### config.mk
export PLATFORM = sky130hd
export DESIGN_NAME = actuator_reed_pulse_simulator_core_flat
export DESIGN_NICKNAME = d
export VERILOG_FILES = /design/src/rtl/arps_pkg.sv /design/src/rtl/arps_if.sv /design/src/rtl/actuator_reed_pulse_simulator_core.sv /design/src/rtl/arps_controller.sv /design/src/rtl/arps_datapath.sv /design/src/flat_wrapper.sv
export SDC_FILE = /design/constraint.sdc
export NUM_CORES = 2
export LEC_CHECK = 0
export BUFFER_PORTS_ARGS = -buffer_cell sky130_fd_sc_hd__buf_2
export CAP_MARGIN = 0
export CORE_MARGIN = 2
export CORE_UTILIZATION = 39
export DETAILED_ROUTE_END_ITERATION = 6
export RECOVER_POWER = 50
export SYNTH_ARGS = -nofsm -noshare
export SYNTH_HDL_FRONTEND = slang
export SYNTH_SLANG_ARGS = --single-unit
### constraint.sdc
create_clock -name clk -period 9.79 [get_ports clk]
set_input_delay 1.958 -clock clk [delete_from_list [all_inputs] [get_ports clk]]
set_output_delay 1.958 -clock clk [all_outputs]
set_load 0.1 [all_outputs]
### src/rtl/arps_pkg.sv
`default_nettype none
// ----------------------------------------------------------------------------
// arps_pkg
// Shared widths, codes, register defaults and control types of the actuator
// reed-pulse simulator.
// ----------------------------------------------------------------------------
package arps_pkg;

  // item field widths
  localparam int ACTION_BITS = 3;
  localparam int DIR_BITS    = 2;
  localparam int DUTY_BITS   = 8;
  localparam int NOISE_BITS  = 8;
  localparam int JUMP_BITS   = 24;
  localparam int PULSE_BITS  = 2;

  // register widths
  localparam int RATE_BITS    = 10;
  localparam int SPACING_BITS = 20;
  localparam int LAG_BITS     = 24;
  localparam int TRAVEL_BITS  = 23;

  // configuration port
  localparam int CFG_INDEX_BITS = 2;
  localparam int CFG_DATA_BITS  = 24;

  // pulse countdown width
  localparam int COUNT_BITS = 32;

  // action codes
  localparam logic [ACTION_BITS-1:0] ACT_TICK  = 3'd0;
  localparam logic [ACTION_BITS-1:0] ACT_DRIVE = 3'd1;
  localparam logic [ACTION_BITS-1:0] ACT_JAM   = 3'd2;
  localparam logic [ACTION_BITS-1:0] ACT_NOISE = 3'd3;
  localparam logic [ACTION_BITS-1:0] ACT_JUMP  = 3'd4;

  // register indexes
  localparam logic [CFG_INDEX_BITS-1:0] REG_RATE    = 2'd0;
  localparam logic [CFG_INDEX_BITS-1:0] REG_SPACING = 2'd1;
  localparam logic [CFG_INDEX_BITS-1:0] REG_LAG     = 2'd2;
  localparam logic [CFG_INDEX_BITS-1:0] REG_TRAVEL  = 2'd3;

  // register reset values
  localparam logic [RATE_BITS-1:0]    RATE_RESET    = 10'd40;
  localparam logic [SPACING_BITS-1:0] SPACING_RESET = 20'd200;
  localparam logic [LAG_BITS-1:0]     LAG_RESET     = 24'd50000;
  localparam logic [TRAVEL_BITS-1:0]  TRAVEL_RESET  = 23'd1000;

  // direction encoding (two's complement -1 / 0 / +1)
  localparam logic [DIR_BITS-1:0] DIR_OFF     = 2'b00;
  localparam logic [DIR_BITS-1:0] DIR_EXTEND  = 2'b01;
  localparam logic [DIR_BITS-1:0] DIR_RETRACT = 2'b11;

  // countdown that never expires, saturation of the move timer
  localparam logic [COUNT_BITS-1:0] NEVER_US    = 32'hFFFF_FFFF;
  localparam logic [LAG_BITS-1:0]   ELAPSED_MAX = 24'hFF_FFFF;

  // lower bound of the upper hard stop
  localparam logic [31:0] TRAVEL_MIN = 32'd10;

  // interval arithmetic: milli_hz = rate * duty * 1000 / 255, then 1e9 / milli_hz
  localparam int PROD_BITS        = RATE_BITS + DUTY_BITS;
  localparam int SCALED_BITS      = 28;
  localparam logic [SCALED_BITS-1:0] MILLI_SCALE = 28'd1000;
  localparam int RECIP_BITS       = 32;
  localparam logic [RECIP_BITS-1:0] RECIP_255 = 32'h8080_8081;
  localparam int RECIP_PROD_BITS  = SCALED_BITS + RECIP_BITS;
  localparam int RECIP_SHIFT      = 39;
  localparam int MILLI_BITS       = 20;
  localparam int DIVIDEND_BITS    = 30;
  localparam logic [DIVIDEND_BITS-1:0] DIVIDEND = 30'd1000000000;
  localparam int DIV_STEPS        = DIVIDEND_BITS;
  localparam int DIV_CNT_BITS     = $clog2(DIV_STEPS);

  // controller to datapath commands
  typedef struct packed {
    logic load_item;
    logic exec;
    logic mul_rate;
    logic mul_scale;
    logic mul_recip;
    logic div_init;
    logic div_step;
    logic write_interval;
    logic load_out;
  } arps_cmd_t;

  // datapath to controller status
  typedef struct packed {
    logic need_interval;
    logic div_last;
    logic out_free;
  } arps_status_t;

endpackage
`default_nettype wire

### src/rtl/arps_if.sv
`default_nettype none
// ----------------------------------------------------------------------------
// arps_if
// Valid/ready channels of the simulator: input items, results and
// configuration writes.
// ----------------------------------------------------------------------------

// input item channel
interface arps_item_if;
  import arps_pkg::*;
  logic                          valid;
  logic                          ready;
  logic [ACTION_BITS-1:0]        action;
  logic signed [DIR_BITS-1:0]    drive_dir;
  logic [DUTY_BITS-1:0]          drive_duty;
  logic                          jam_value;
  logic [NOISE_BITS-1:0]         noise_count;
  logic signed [JUMP_BITS-1:0]   jump_position;

  modport source (
    output valid, action, drive_dir, drive_duty, jam_value, noise_count, jump_position,
    input  ready
  );
  modport sink (
    input  valid, action, drive_dir, drive_duty, jam_value, noise_count, jump_position,
    output ready
  );
endinterface

// result channel
interface arps_result_if #(
  parameter int POSITION_BITS = 23
);
  import arps_pkg::*;
  logic                     valid;
  logic                     ready;
  logic [PULSE_BITS-1:0]    pulses_emitted;
  logic [POSITION_BITS-1:0] true_position;
  logic [NOISE_BITS-1:0]    noise_pending;

  modport source (
    output valid, pulses_emitted, true_position, noise_pending,
    input  ready
  );
  modport sink (
    input  valid, pulses_emitted, true_position, noise_pending,
    output ready
  );
endinterface

// configuration write channel
interface arps_cfg_if;
  import arps_pkg::*;
  logic                      valid;
  logic                      ready;
  logic [CFG_INDEX_BITS-1:0] index;
  logic [CFG_DATA_BITS-1:0]  data;

  modport source (output valid, index, data, input ready);
  modport sink (input valid, index, data, output ready);
endinterface
`default_nettype wire

### src/rtl/actuator_reed_pulse_simulator_core.sv
`default_nettype none
// ----------------------------------------------------------------------------
// actuator_reed_pulse_simulator_core
// Motor-driven actuator with reed-switch pulse output for hardware-in-the-loop
// testing: carriage position, drive, jam, start lag, end stops and noise.
// ----------------------------------------------------------------------------
// Usage:
//   item   - one transaction per event: a one-microsecond tick, a drive
//            command, a jam change, a noise burst or a position jump.
//   result - one transaction per item: pulses of the item, carriage
//            position and noise pulses still pending.
//   cfg    - register writes (rate, noise spacing, start lag, travel); always
//            ready, to be written only while no item is in flight.
// Sequence: most items go from intake through the state update to the result.
//   An item that (re)loads the motion interval - a tick that steps the carriage,
//   a new move or a jam release - also passes three multiply stages and a
//   one-bit-per-cycle restoring divide of 1e9 by the pulse rate (30 steps).
// Throughput: one item at a time; the next item is taken in the cycle after
//   its result enters the output register.
// Reset: synchronous; clears the actuator state and loads register defaults.
// Stall: a result waits in the output register; the block finishes the next
//   item and holds it until the register frees up.
// ----------------------------------------------------------------------------
module actuator_reed_pulse_simulator_core #(
  parameter int POSITION_BITS = 23
) (
  input wire logic       clk,
  input wire logic       rst,
  arps_item_if.sink      item,
  arps_result_if.source  result,
  arps_cfg_if.sink       cfg
);
  import arps_pkg::*;

  arps_cmd_t    cmd;
  arps_status_t status;

  // configuration writes are taken at once
  assign cfg.ready = 1'b1;

  // sequencer
  arps_controller u_controller (
    .clk      (clk),
    .rst      (rst),
    .in_valid (item.valid),
    .in_ready (item.ready),
    .status   (status),
    .cmd      (cmd)
  );

  // state and arithmetic
  arps_datapath #(
    .POSITION_BITS (POSITION_BITS)
  ) u_datapath (
    .clk            (clk),
    .rst            (rst),
    .cmd            (cmd),
    .status         (status),
    .action         (item.action),
    .drive_dir      (item.drive_dir),
    .drive_duty     (item.drive_duty),
    .jam_value      (item.jam_value),
    .noise_count    (item.noise_count),
    .jump_position  (item.jump_position),
    .cfg_write      (cfg.valid),
    .cfg_index      (cfg.index),
    .cfg_data       (cfg.data),
    .out_valid      (result.valid),
    .out_ready      (result.ready),
    .pulses_emitted (result.pulses_emitted),
    .true_position  (result.true_position),
    .noise_pending  (result.noise_pending)
  );

endmodule
`default_nettype wire

### src/rtl/arps_controller.sv
`default_nettype none
// ----------------------------------------------------------------------------
// arps_controller
// Sequencer of the simulator: item intake, state update, interval
// computation (multiplies and iterative divide) and result hand-off.
// ----------------------------------------------------------------------------
module arps_controller (
  input  wire logic                  clk,
  input  wire logic                  rst,
  input  wire logic                  in_valid,
  output logic                       in_ready,
  input  wire arps_pkg::arps_status_t status,
  output arps_pkg::arps_cmd_t        cmd
);
  import arps_pkg::*;

  typedef enum logic [3:0] {
    S_IDLE,
    S_EXEC,
    S_MUL_RATE,
    S_MUL_SCALE,
    S_MUL_RECIP,
    S_DIV_INIT,
    S_DIV,
    S_WRITE,
    S_DONE
  } state_t;

  state_t state;

  // state register
  always_ff @(posedge clk) begin
    if (rst) begin
      state <= S_IDLE;
    end else begin
      case (state)
        S_IDLE: begin
          if (in_valid) state <= S_EXEC;
        end
        S_EXEC: begin
          state <= status.need_interval ? S_MUL_RATE : S_DONE;
        end
        S_MUL_RATE:  state <= S_MUL_SCALE;
        S_MUL_SCALE: state <= S_MUL_RECIP;
        S_MUL_RECIP: state <= S_DIV_INIT;
        S_DIV_INIT:  state <= S_DIV;
        S_DIV: begin
          if (status.div_last) state <= S_WRITE;
        end
        S_WRITE: state <= S_DONE;
        S_DONE: begin
          if (status.out_free) state <= S_IDLE;
        end
        default: state <= S_IDLE;
      endcase
    end
  end

  // command decode
  always_comb begin
    in_ready           = (state == S_IDLE);
    cmd                = '0;
    cmd.load_item      = (state == S_IDLE) && in_valid;
    cmd.exec           = (state == S_EXEC);
    cmd.mul_rate       = (state == S_MUL_RATE);
    cmd.mul_scale      = (state == S_MUL_SCALE);
    cmd.mul_recip      = (state == S_MUL_RECIP);
    cmd.div_init       = (state == S_DIV_INIT);
    cmd.div_step       = (state == S_DIV);
    cmd.write_interval = (state == S_WRITE);
    cmd.load_out       = (state == S_DONE) && status.out_free;
  end

endmodule
`default_nettype wire

### src/rtl/arps_datapath.sv
`default_nettype none
// ----------------------------------------------------------------------------
// arps_datapath
// Actuator state, configuration registers, tick and command update, pulse
// interval arithmetic and the result register.
// ----------------------------------------------------------------------------
module arps_datapath #(
  parameter int POSITION_BITS = 23
) (
  input  wire logic                                   clk,
  input  wire logic                                   rst,
  input  wire arps_pkg::arps_cmd_t                    cmd,
  output arps_pkg::arps_status_t                      status,
  // item fields
  input  wire logic [arps_pkg::ACTION_BITS-1:0]       action,
  input  wire logic signed [arps_pkg::DIR_BITS-1:0]   drive_dir,
  input  wire logic [arps_pkg::DUTY_BITS-1:0]         drive_duty,
  input  wire logic                                   jam_value,
  input  wire logic [arps_pkg::NOISE_BITS-1:0]        noise_count,
  input  wire logic signed [arps_pkg::JUMP_BITS-1:0]  jump_position,
  // configuration write
  input  wire logic                                   cfg_write,
  input  wire logic [arps_pkg::CFG_INDEX_BITS-1:0]    cfg_index,
  input  wire logic [arps_pkg::CFG_DATA_BITS-1:0]     cfg_data,
  // result
  output logic                                        out_valid,
  input  wire logic                                   out_ready,
  output logic [arps_pkg::PULSE_BITS-1:0]             pulses_emitted,
  output logic [POSITION_BITS-1:0]                    true_position,
  output logic [arps_pkg::NOISE_BITS-1:0]             noise_pending
);
  import arps_pkg::*;

  localparam logic [31:0] POS_MAX = 32'((64'd1 << POSITION_BITS) - 64'd1);

  // upper hard stop for a given travel setting
  function automatic logic [31:0] stop_of(input logic [TRAVEL_BITS-1:0] travel);
    logic [31:0] t;
    t = 32'(travel);
    if (t < TRAVEL_MIN) t = TRAVEL_MIN;
    if (t > POS_MAX) t = POS_MAX;
    return t;
  endfunction

  // configuration registers
  logic [RATE_BITS-1:0]    pulses_per_second;
  logic [SPACING_BITS-1:0] noise_spacing_us;
  logic [LAG_BITS-1:0]     startup_lag_us;
  logic [TRAVEL_BITS-1:0]  travel_counts;

  // actuator state
  logic [POSITION_BITS-1:0] position;
  logic [DIR_BITS-1:0]      direction;
  logic [DUTY_BITS-1:0]     duty_level;
  logic [COUNT_BITS-1:0]    pulse_countdown;
  logic [NOISE_BITS-1:0]    noise_remaining;
  logic [SPACING_BITS-1:0]  noise_countdown;
  logic [LAG_BITS-1:0]      move_elapsed;
  logic                     jam_flag;

  // latched item
  logic [ACTION_BITS-1:0] item_action;
  logic [DIR_BITS-1:0]    item_dir;
  logic [DUTY_BITS-1:0]   item_duty;
  logic                   item_jam;
  logic [NOISE_BITS-1:0]  item_noise;
  logic [JUMP_BITS-1:0]   item_jump;

  // pulses of the current item
  logic [PULSE_BITS-1:0] fired;

  // interval arithmetic
  logic [PROD_BITS-1:0]       rate_prod;
  logic [SCALED_BITS-1:0]     scaled;
  logic [RECIP_PROD_BITS-1:0] recip_prod;
  logic [MILLI_BITS-1:0]      milli;
  logic [DIVIDEND_BITS-1:0]   quo;
  logic [MILLI_BITS-1:0]      rem;
  logic [DIV_CNT_BITS-1:0]    div_cnt;
  logic [MILLI_BITS:0]        rem_shifted;
  logic                       quo_bit;

  // tick and command decode
  logic [31:0]             stop_limit;
  logic [31:0]             cfg_stop;
  logic [31:0]             jump_sel;
  logic [SPACING_BITS-1:0] nc_dec;
  logic [COUNT_BITS-1:0]   pc_dec;
  logic [LAG_BITS-1:0]     me_inc;
  logic                    noise_fire;
  logic                    at_stop;
  logic                    motion_fire;
  logic [DIR_BITS-1:0]     dir_new;
  logic                    drive_off;
  logic                    new_move;

  // tick: countdowns first, then noise pulse, then motion pulse
  always_comb begin
    stop_limit  = stop_of(travel_counts);
    cfg_stop    = stop_of(cfg_data[TRAVEL_BITS-1:0]);
    nc_dec      = (noise_countdown != '0) ? noise_countdown - SPACING_BITS'(1)
                                          : noise_countdown;
    pc_dec      = (pulse_countdown != '0 && pulse_countdown != NEVER_US)
                  ? pulse_countdown - COUNT_BITS'(1) : pulse_countdown;
    me_inc      = (move_elapsed != ELAPSED_MAX) ? move_elapsed + LAG_BITS'(1)
                                                : move_elapsed;
    noise_fire  = (noise_remaining != '0) && (nc_dec == '0);
    at_stop     = (direction == DIR_EXTEND) ? (32'(position) >= stop_limit)
                                            : (position == '0);
    motion_fire = (direction != DIR_OFF) && (duty_level != '0) && !jam_flag &&
                  (me_inc >= startup_lag_us) && !at_stop && (pc_dec == '0);
  end

  // drive decode, negative patterns mean retract
  always_comb begin
    if (item_dir == DIR_OFF)  dir_new = DIR_OFF;
    else if (item_dir[1])     dir_new = DIR_RETRACT;
    else                      dir_new = DIR_EXTEND;
    drive_off = (dir_new == DIR_OFF) || (item_duty == '0);
    new_move  = !drive_off && (dir_new != direction);
  end

  // position jump clamped to zero through the stop
  always_comb begin
    if (item_jump[JUMP_BITS-1])               jump_sel = '0;
    else if (32'(item_jump) > stop_limit)     jump_sel = stop_limit;
    else                                      jump_sel = 32'(item_jump);
  end

  // interval needed after this item
  always_comb begin
    case (item_action)
      ACT_TICK:  status.need_interval = motion_fire;
      ACT_DRIVE: status.need_interval = new_move;
      ACT_JAM:   status.need_interval = !item_jam;
      default:   status.need_interval = 1'b0;
    endcase
    status.div_last = (div_cnt == '0);
    status.out_free = !out_valid || out_ready;
  end

  // divider step: one quotient bit per cycle
  always_comb begin
    rem_shifted = {rem, quo[DIVIDEND_BITS-1]};
    quo_bit     = (rem_shifted >= {1'b0, milli});
  end

  // item latch
  always_ff @(posedge clk) begin
    if (cmd.load_item) begin
      item_action <= action;
      item_dir    <= drive_dir;
      item_duty   <= drive_duty;
      item_jam    <= jam_value;
      item_noise  <= noise_count;
      item_jump   <= jump_position;
    end
  end

  // actuator state and configuration registers
  always_ff @(posedge clk) begin
    if (rst) begin
      pulses_per_second <= RATE_RESET;
      noise_spacing_us  <= SPACING_RESET;
      startup_lag_us    <= LAG_RESET;
      travel_counts     <= TRAVEL_RESET;
      position          <= '0;
      direction         <= DIR_OFF;
      duty_level        <= '0;
      pulse_countdown   <= '0;
      noise_remaining   <= '0;
      noise_countdown   <= '0;
      move_elapsed      <= '0;
      jam_flag          <= 1'b0;
    end else begin
      if (cmd.exec) begin
        case (item_action)
          ACT_TICK: begin
            pulse_countdown <= pc_dec;
            move_elapsed    <= me_inc;
            if (noise_fire) begin
              noise_remaining <= noise_remaining - NOISE_BITS'(1);
              noise_countdown <= noise_spacing_us;
            end else begin
              noise_countdown <= nc_dec;
            end
            if (motion_fire) begin
              if (direction == DIR_EXTEND) position <= position + POSITION_BITS'(1);
              else                         position <= position - POSITION_BITS'(1);
            end
          end
          ACT_DRIVE: begin
            if (drive_off) begin
              direction  <= DIR_OFF;
              duty_level <= '0;
            end else if (new_move) begin
              direction    <= dir_new;
              duty_level   <= item_duty;
              move_elapsed <= '0;
            end else begin
              duty_level <= item_duty;
            end
          end
          ACT_JAM: begin
            jam_flag <= item_jam;
          end
          ACT_NOISE: begin
            noise_remaining <= item_noise;
            noise_countdown <= '0;
          end
          ACT_JUMP: begin
            position <= POSITION_BITS'(jump_sel);
          end
          default: begin
          end
        endcase
      end
      // reload the motion countdown from the divider
      if (cmd.write_interval) begin
        pulse_countdown <= (milli == '0) ? NEVER_US : COUNT_BITS'(quo);
      end
      // register writes
      if (cfg_write) begin
        case (cfg_index)
          REG_RATE:    pulses_per_second <= cfg_data[RATE_BITS-1:0];
          REG_SPACING: noise_spacing_us  <= cfg_data[SPACING_BITS-1:0];
          REG_LAG:     startup_lag_us    <= cfg_data[LAG_BITS-1:0];
          REG_TRAVEL: begin
            travel_counts <= cfg_data[TRAVEL_BITS-1:0];
            if (32'(position) > cfg_stop) position <= POSITION_BITS'(cfg_stop);
          end
          default: begin
          end
        endcase
      end
    end
  end

  // pulse count of the item
  always_ff @(posedge clk) begin
    if (cmd.exec) begin
      if (item_action == ACT_TICK) begin
        fired <= PULSE_BITS'(noise_fire) + PULSE_BITS'(motion_fire);
      end else begin
        fired <= '0;
      end
    end
  end

  // interval: multiply chain, then restoring divide of 1e9 by milli_hz
  always_ff @(posedge clk) begin
    if (cmd.mul_rate) begin
      rate_prod <= PROD_BITS'(pulses_per_second) * PROD_BITS'(duty_level);
    end
    if (cmd.mul_scale) begin
      scaled <= SCALED_BITS'(rate_prod) * MILLI_SCALE;
    end
    if (cmd.mul_recip) begin
      recip_prod <= RECIP_PROD_BITS'(scaled) * RECIP_PROD_BITS'(RECIP_255);
    end
    if (cmd.div_init) begin
      milli <= recip_prod[RECIP_SHIFT +: MILLI_BITS];
      quo   <= DIVIDEND;
      rem   <= '0;
    end
    if (cmd.div_step) begin
      quo <= {quo[DIVIDEND_BITS-2:0], quo_bit};
      rem <= quo_bit ? MILLI_BITS'(rem_shifted - {1'b0, milli})
                     : MILLI_BITS'(rem_shifted);
    end
  end

  // divide step counter
  always_ff @(posedge clk) begin
    if (rst) begin
      div_cnt <= '0;
    end else if (cmd.div_init) begin
      div_cnt <= DIV_CNT_BITS'(DIV_STEPS - 1);
    end else if (cmd.div_step && div_cnt != '0) begin
      div_cnt <= div_cnt - DIV_CNT_BITS'(1);
    end
  end

  // result register
  always_ff @(posedge clk) begin
    if (rst) begin
      out_valid <= 1'b0;
    end else if (cmd.load_out) begin
      out_valid <= 1'b1;
    end else if (out_ready) begin
      out_valid <= 1'b0;
    end
  end

  always_ff @(posedge clk) begin
    if (cmd.load_out) begin
      pulses_emitted <= fired;
      true_position  <= position;
      noise_pending  <= noise_remaining;
    end
  end

endmodule
`default_nettype wire
### src/flat_wrapper.sv
// flat-port wrapper written by rule: the top's interface ports become plain ports
module actuator_reed_pulse_simulator_core_flat import arps_pkg::*;
#(
  parameter int POSITION_BITS = 23
)
  (clk, rst, item_valid, item_action, item_drive_dir, item_drive_duty, item_jam_value, item_noise_count, item_jump_position, item_ready, result_valid, result_pulses_emitted, result_true_position, result_noise_pending, result_ready, cfg_valid, cfg_index, cfg_data, cfg_ready);
  arps_item_if item_i ();
  arps_result_if #(.POSITION_BITS(POSITION_BITS)) result_i ();
  arps_cfg_if cfg_i ();
  input wire logic clk;
  input wire logic rst;
  input wire logic [$bits(item_i.valid)-1:0] item_valid;
  input wire logic [$bits(item_i.action)-1:0] item_action;
  input wire logic [$bits(item_i.drive_dir)-1:0] item_drive_dir;
  input wire logic [$bits(item_i.drive_duty)-1:0] item_drive_duty;
  input wire logic [$bits(item_i.jam_value)-1:0] item_jam_value;
  input wire logic [$bits(item_i.noise_count)-1:0] item_noise_count;
  input wire logic [$bits(item_i.jump_position)-1:0] item_jump_position;
  output wire logic [$bits(item_i.ready)-1:0] item_ready;
  output wire logic [$bits(result_i.valid)-1:0] result_valid;
  output wire logic [$bits(result_i.pulses_emitted)-1:0] result_pulses_emitted;
  output wire logic [$bits(result_i.true_position)-1:0] result_true_position;
  output wire logic [$bits(result_i.noise_pending)-1:0] result_noise_pending;
  input wire logic [$bits(result_i.ready)-1:0] result_ready;
  input wire logic [$bits(cfg_i.valid)-1:0] cfg_valid;
  input wire logic [$bits(cfg_i.index)-1:0] cfg_index;
  input wire logic [$bits(cfg_i.data)-1:0] cfg_data;
  output wire logic [$bits(cfg_i.ready)-1:0] cfg_ready;
  assign item_i.valid = item_valid;
  assign item_i.action = item_action;
  assign item_i.drive_dir = item_drive_dir;
  assign item_i.drive_duty = item_drive_duty;
  assign item_i.jam_value = item_jam_value;
  assign item_i.noise_count = item_noise_count;
  assign item_i.jump_position = item_jump_position;
  assign item_ready = item_i.ready;
  assign result_valid = result_i.valid;
  assign result_pulses_emitted = result_i.pulses_emitted;
  assign result_true_position = result_i.true_position;
  assign result_noise_pending = result_i.noise_pending;
  assign result_i.ready = result_ready;
  assign cfg_i.valid = cfg_valid;
  assign cfg_i.index = cfg_index;
  assign cfg_i.data = cfg_data;
  assign cfg_ready = cfg_i.ready;
  actuator_reed_pulse_simulator_core #(.POSITION_BITS(POSITION_BITS)) u_core (.clk(clk), .rst(rst), .item(item_i), .result(result_i), .cfg(cfg_i));
endmodule
# ---- After elaboration in Yosys (flattened, before gate mapping)
# Cells that the tools add are included.
dict set report totals {
  ff_bits 455
  inputBits 77
  output_inout_bits 36
  wordCells 182
}
dict set report classes {
  add_sub_neg 9
  multipliers 3
  n_lt_le_gt_ge 9
  n_eq_ne 25
  n_mux 48
  reduce_logical 56
}
# cell count
set op_table {}
lappend op_table {{$mux 23} 11}
lappend op_table {{$mux 32} 6}
lappend op_table {{$mux 20} 5}
lappend op_table {{$mux 24} 3}
lappend op_table {{$gt 32x23->1 const B} 2}
lappend op_table {{$mux 30} 2}
lappend op_table {{$mul 25x32->56 const B} 1}
lappend op_table {{$pmux 24 s2} 1}
lappend op_table {{$lt 23x4->1 const B} 2}
lappend op_table {{$pmux 23 s2} 1}
lappend op_table {{$logic_not 20->1} 2}
lappend op_table {{$pmux 20 s2} 1}
lappend op_table {{$pmux 4 s9} 1}
lappend op_table {{$ge 23x32->1} 1}
lappend op_table {{$gt 23x32->1} 1}
lappend op_table {{$gt 24x32->1} 1}
lappend op_table {{$logic_not 32->1} 1}
lappend op_table {{$ne 32x32->1 const B} 1}
lappend op_table {{$reduce_bool 32->1} 1}
lappend op_table {{$sub 32x1->32 const B} 1}
lappend op_table {{$mul 18x7->25 const B} 1}
lappend op_table {{$add 24x1->24 const B} 1}
lappend op_table {{$ge 24x24->1} 1}
lappend op_table {{$ne 24x24->1 const B} 1}
lappend op_table {{other kinds (45)} 101}

# ---- Depth between registers and ports, before layout
dict set report logic_depth {
  word_depth 15
  depth_mapped 25
  mapped_depth_nobuf 21
}

# ---- Hierarchy
# From an unflattened synthesis, not the netlist that was laid out.
dict set report unflattened {
  hier_cells 3299
  hier_area_um2 31076.1
}
# module n_inst cells_per_inst area_per_inst_um2 seq_area_each_um2
set modules_own_cells {}
lappend modules_own_cells {arps_datapath 1 3258 30743.2 10450.0}
lappend modules_own_cells {arps_controller 1 39 321.6 80.1}
lappend modules_own_cells {actuator_reed_pulse_simulator_core 1 2 11.3 0.0}

# ---- Worst setup path before layout
# OpenSTA, ideal clock, no wires.
dict set report synth_path {
  path_type {reg-to-output}
  start {register u_core.u_controller.state[0]}
  end {output port item_ready}
  t_arrival_ns 3.439
  t_required_ns 7.832
  setup_slack_ns 4.393
  stages_incl_launch_ff 3
  path_buffers 1
  path_cell_list {dfxtp_1 -> clkbuf_1 -> nor4_1}
}
dict set report synth_between {
  elab_chain_cells 1
}
# element line_no
set synth_rtl {}
lappend synth_rtl {{start: declaration} arps_controller.sv:29} ;# state_t state;
lappend synth_rtl {{start signal: assignment} arps_controller.sv:41} ;# state <= status.need_interval ? S_MUL_RATE : S_DONE;
lappend synth_rtl {{$logic_not 4->1} arps_controller.sv:61} ;# in_ready = (state == S_IDLE);
lappend synth_rtl {{end: declaration} flat_wrapper.sv:19} ;# output wire logic [$bits(item_i.ready)-1:0] item_ready;
# Every way passes these cells.

# ---- Final worst setup path
dict set report layout_path {
  start {input port rst}
  end {register u_core.u_datapath.noise_countdown[11]}
}
# element line_no
set layout_rtl {}
lappend layout_rtl {{start: declaration} flat_wrapper.sv:11} ;# input wire logic rst;
lappend layout_rtl {{end signal: assignment} arps_datapath.sv:183} ;# noise_countdown <= noise_spacing_us;
lappend layout_rtl {{end signal: assignment} arps_datapath.sv:185} ;# noise_countdown <= nc_dec;
lappend layout_rtl {{end: declaration} arps_datapath.sv:57} ;# logic [SPACING_BITS-1:0] noise_countdown;
# No word-level cell between the ends.

==> results by group <==
Run status
  – Outcome: finished with violations
  – Failing checks: capacitance limit, slew limit

Floorplanning
  – DIE HEIGHT: 286 um
  – IO Count: 113
  – # rows: 103
  – Die ar.: 81700 um2
  – Initial Utilization: between 30% and 40%
  – Die Wd: roughly 290 um
  – Core area: ~80000 um2

Clocking
  – CTS root buffer: clkbuf_16
  – Latest clock arrival within the worst-skew pair: 630 ps
  – Clock sinks: between 400 and 500
  – Clock transition at path regs: ~60 ps
  – Post-CTS Setup Repair Bufs: 0
  – Resize count post-CTS: 0
  – CTS tree: built
  – H-tree depth: 2
  – # hold bufs at CTS: 0
  – Clock buffer depth: 3
  – CTS Buf Count: 48

Route
  – Post-route DRC: 0
  – Initial DRT Pass Iterations: 6
  – WL per Instance: between 15 and 20 um
  – Initial drt markers: 1797
  – Post-Route WL: roughly 83 mm
  – DR vias/cell: approximately 5.5
  – DRT antenna net count: 0
  – Via count: between 20000 and 25000

Yosys
  – Async SR Flop Fraction: 0%
  – Syn avg cell area: around 9.4 um2
  – Synthesized-area fraction occupied by adder cells: between 20 and 25%
  – Synth Warn #: 0
  – Netlist Area Pre-Place: between 30000 and 40000 um2
  – Top cells by area, synth: edfxtp_1 21%, ha_1 16%, dfxtp_1 13%, fa_1 8.7%, nand2_1 4.2%
  – Top-count cell post-synth: ha_1
  – Leading area contributor after synthesis: edfxtp_1
  – Dominant synthesized flop cell: edfxtp_1
  – Post-synth top cells: 386 x ha_1, 346 x nand2_1, 285 x inv_1
  – Synth Register Bits: about 420
  – Simple-gate share of the synthesized area: 17.2%
  – Mux share of post-synthesis cell area: between 1.5 and 2%
  – Synth Instances: between 3000 and 4000
  – Synthesized netlist net count: just under 4000
  – Compound-Gate Fraction of Synth Area: 14.3%
  – Post-synth cell types: 86
  – Register area share after synthesis: around a third
  – Post-synth EDFFs: 214
  – Main combinational cell family by area after synthesis: adder cells
  – Xor and xnor area share after synthesis: under 10%
  – Synth top area share: 20.8%

Power
  – Leakage: about 15 nW
  – Peak supply drop: about 0.13 mV
  – P per Cell Area: approximately 130 nW/um2
  – Final Power: 4.41 mW

Timing
  – Final Worst Setup Slack: roughly 3100 ps
  – Slew at the pin with the worst max-slew slack: 3350 ps
  – Fmax: roughly 150 MHz
  – Setup-failing EPs final: 0
  – Final period util: 68.0%
  – Unrepaired setup endpoints after global routing: false
  – Slew Limit Fails: 146
  – Minimum clock period: between 6000 and 7000 ps
  – Setup Skew: 50.6 ps
  – Total negative slack: 0 ps
  – Slew HR: -123%
  – Hold slack: 417 ps
  – Final hold violations: 0

Min path
  – Min-delay src: u_core.u_datapath.recip_prod[48]$_DFFE_PP_
  – WHS Endpoint: u_core.u_datapath.milli[9]$_DFFE_PP_
  – Worst Hold Class: flop to flop
  – Number of stages on the worst hold path: 0

Global route
  – Global-route wire length before repair: about 130 mm
  – Largest net degree at the start of global routing: 71
  – Number of antenna violations at the first check in global routing: 1
  – Remaining Overflow, GRT: 0
  – Gr usage total: between 20% and 30%
  – Vias in the first global route: between 20000 and 25000

Final layout
  – Ratio of cells with drive above 1 in the final layout: under 10%
  – Nets@finish: around 4000
  – Layout area overhead: 10.2%

Critical path
  – R2R Path Start: u_core.u_datapath.move_elapsed[0]$_SDFFE_PP0P_
  – Worst r2r dst: u_core.u_datapath.position[2]$_SDFF_PP0_
  – Critical Path AT: 7130 ps
  – Worst Reg2Reg Path Length in Cells: 21
  – Req. time, crit path: just over 10000 ps
  – Critical path type: input pin to flop
  – Reg-to-reg slack, setup: 3680 ps
  – Setup crit end kind: flop
  – Critical Path Fanout Max: 70
  – CP Launch Type: input pin

Place
  – HPWL Detailed: about 63 mm
  – Gpl congestion: around 0.91
  – I/O Buffers: ~110
  – Pre-CTS WS: a little under 4000 ps

Job
  – Max Cap Violations: 3
==> where the power goes <==
part           total (mW)  leakage, nW  internal (mW)  switching, mW
clock                1.87        0.791           1.08          0.793
combinational       0.611         10.3          0.223          0.388
sequential           1.93         3.59           1.89         0.0411
total                4.41         14.7           3.19           1.22
==> per-stage QoR <==
| stage | utilization (%) | std cells | cell area [um2] |
|---|---|---|---|
| 6_report | 43.3 | 4460 | 34100 |
| 5_1_grt | 43.3 | 4459 | 34100 |
| 4_1_cts | 43.4 | 4459 | 34200 |
| 3_5_place_dp | 41.3 | 4369 | 32600 |
| 3_3_place_gp | 41.3 | 4369 | 32600 |
| 2_1_floorplan | - | 3308 | 31000 |
==> final cells by class <==
class                   instances  area (um2)
multi-input cells            2474       18800
well taps                    1050        1310
fillers                      7567       44600
clock inverters                31         347
inverters                     286        1070
clock buffers                  59        1280
flip-flops and latches        419       10500
repair buffers                140         728
diodes                          1        2.50
==> kinds of logic after synthesis <==
| family | count (synthesis) |
|---|---|
| adder cells (fa/ha/maj) | 521 |
| XOR/XNOR | 113 |
| AND/OR/NAND/NOR | 1083 |
| multiplexers | 51 |
| AO/OA/AOI/OAI | 705 |
| flip-flops | 419 |
| buffers and inverters | 415 |
| other | 1 |
==> worst max-delay path by stage <==
stage	startpoint	to	slack (ps)	depth (start not counted)
floorplan	u_core.u_controller.state[0]$_SDFFE_PP0P_	item_ready	4390	2
global placement	cfg_data[22]	u_core.u_datapath.position[5]$_SDFF_PP0_	4020	17
detailed placement	u_core.u_datapath.move_elapsed[0]$_SDFFE_PP0P_	u_core.u_datapath.position[9]$_SDFF_PP0_	3880	21
CTS	u_core.u_datapath.move_elapsed[0]$_SDFFE_PP0P_	u_core.u_datapath.position[9]$_SDFF_PP0_	3820	21
global route	rst	u_core.u_datapath.noise_countdown[11]$_SDFFE_PP0P_	2830	4
finish	rst	u_core.u_datapath.noise_countdown[11]$_SDFFE_PP0P_	3130	4
==> sequential cells by signal (all words and copies together) (netlist names), 23 cells and up <==
name                               flops
u_core.u_datapath.item_jump           24
u_core.u_datapath.move_elapsed        24
u_core.u_datapath.position            23
u_core.u_datapath.pulse_countdown     32
u_core.u_datapath.quo                 30
u_core.u_datapath.scaled              25
u_core.u_datapath.startup_lag_us      24
u_core.u_datapath.travel_counts       23
u_core.u_datapath.true_position       23
==> worst max-delay path: stages <==
cell and delay [ps]:
clkbuf_1 1540, clkbuf_1 2440, buf_4 960, o32ai_1 180
==> routing by layer <==
layer | up-vias | part of all wire (%) | wire [um] | global-route usage [%]
li1 | 11900 | - | - | -
met1 | 11700 | 47 | 38800 | 28.7
met2 | 659 | 45 | 37100 | 31.6
met3 | 98 | 6.7 | 5600 | 3.74
met4 | 0 | 1.9 | 1600 | 4.59
met5 | - | 0 | 0 | 0
==> cells in the final DEF (no fill, tap or decap), types with 27 or more instances in the layout <==
cell / synthesis / final
nand2_1: 346 / 345
clkbuf_16: 0 / 48
and3_1: 31 / 31
buf_2: 7 / 102
and2_1: 69 / 55
dfxtp_1: 205 / 205
fa_1: 135 / 135
inv_1: 285 / 285
nand3_1: 70 / 70
a211oi_1: 38 / 38
a21o_1: 56 / 56
xnor2_1: 81 / 81
or3_1: 27 / 27
nor2_1: 237 / 234
nand4_1: 46 / 46
nor3_1: 70 / 70
nand2b_1: 31 / 31
mux2i_1: 44 / 44
edfxtp_1: 214 / 214
a21oi_1: 250 / 250
ha_1: 386 / 386
xor2_1: 32 / 32
o21ai_0: 139 / 139
a31oi_1: 28 / 28
nor4_1: 47 / 47
a221oi_1: 30 / 30
(Power assumes the default switching activity.)
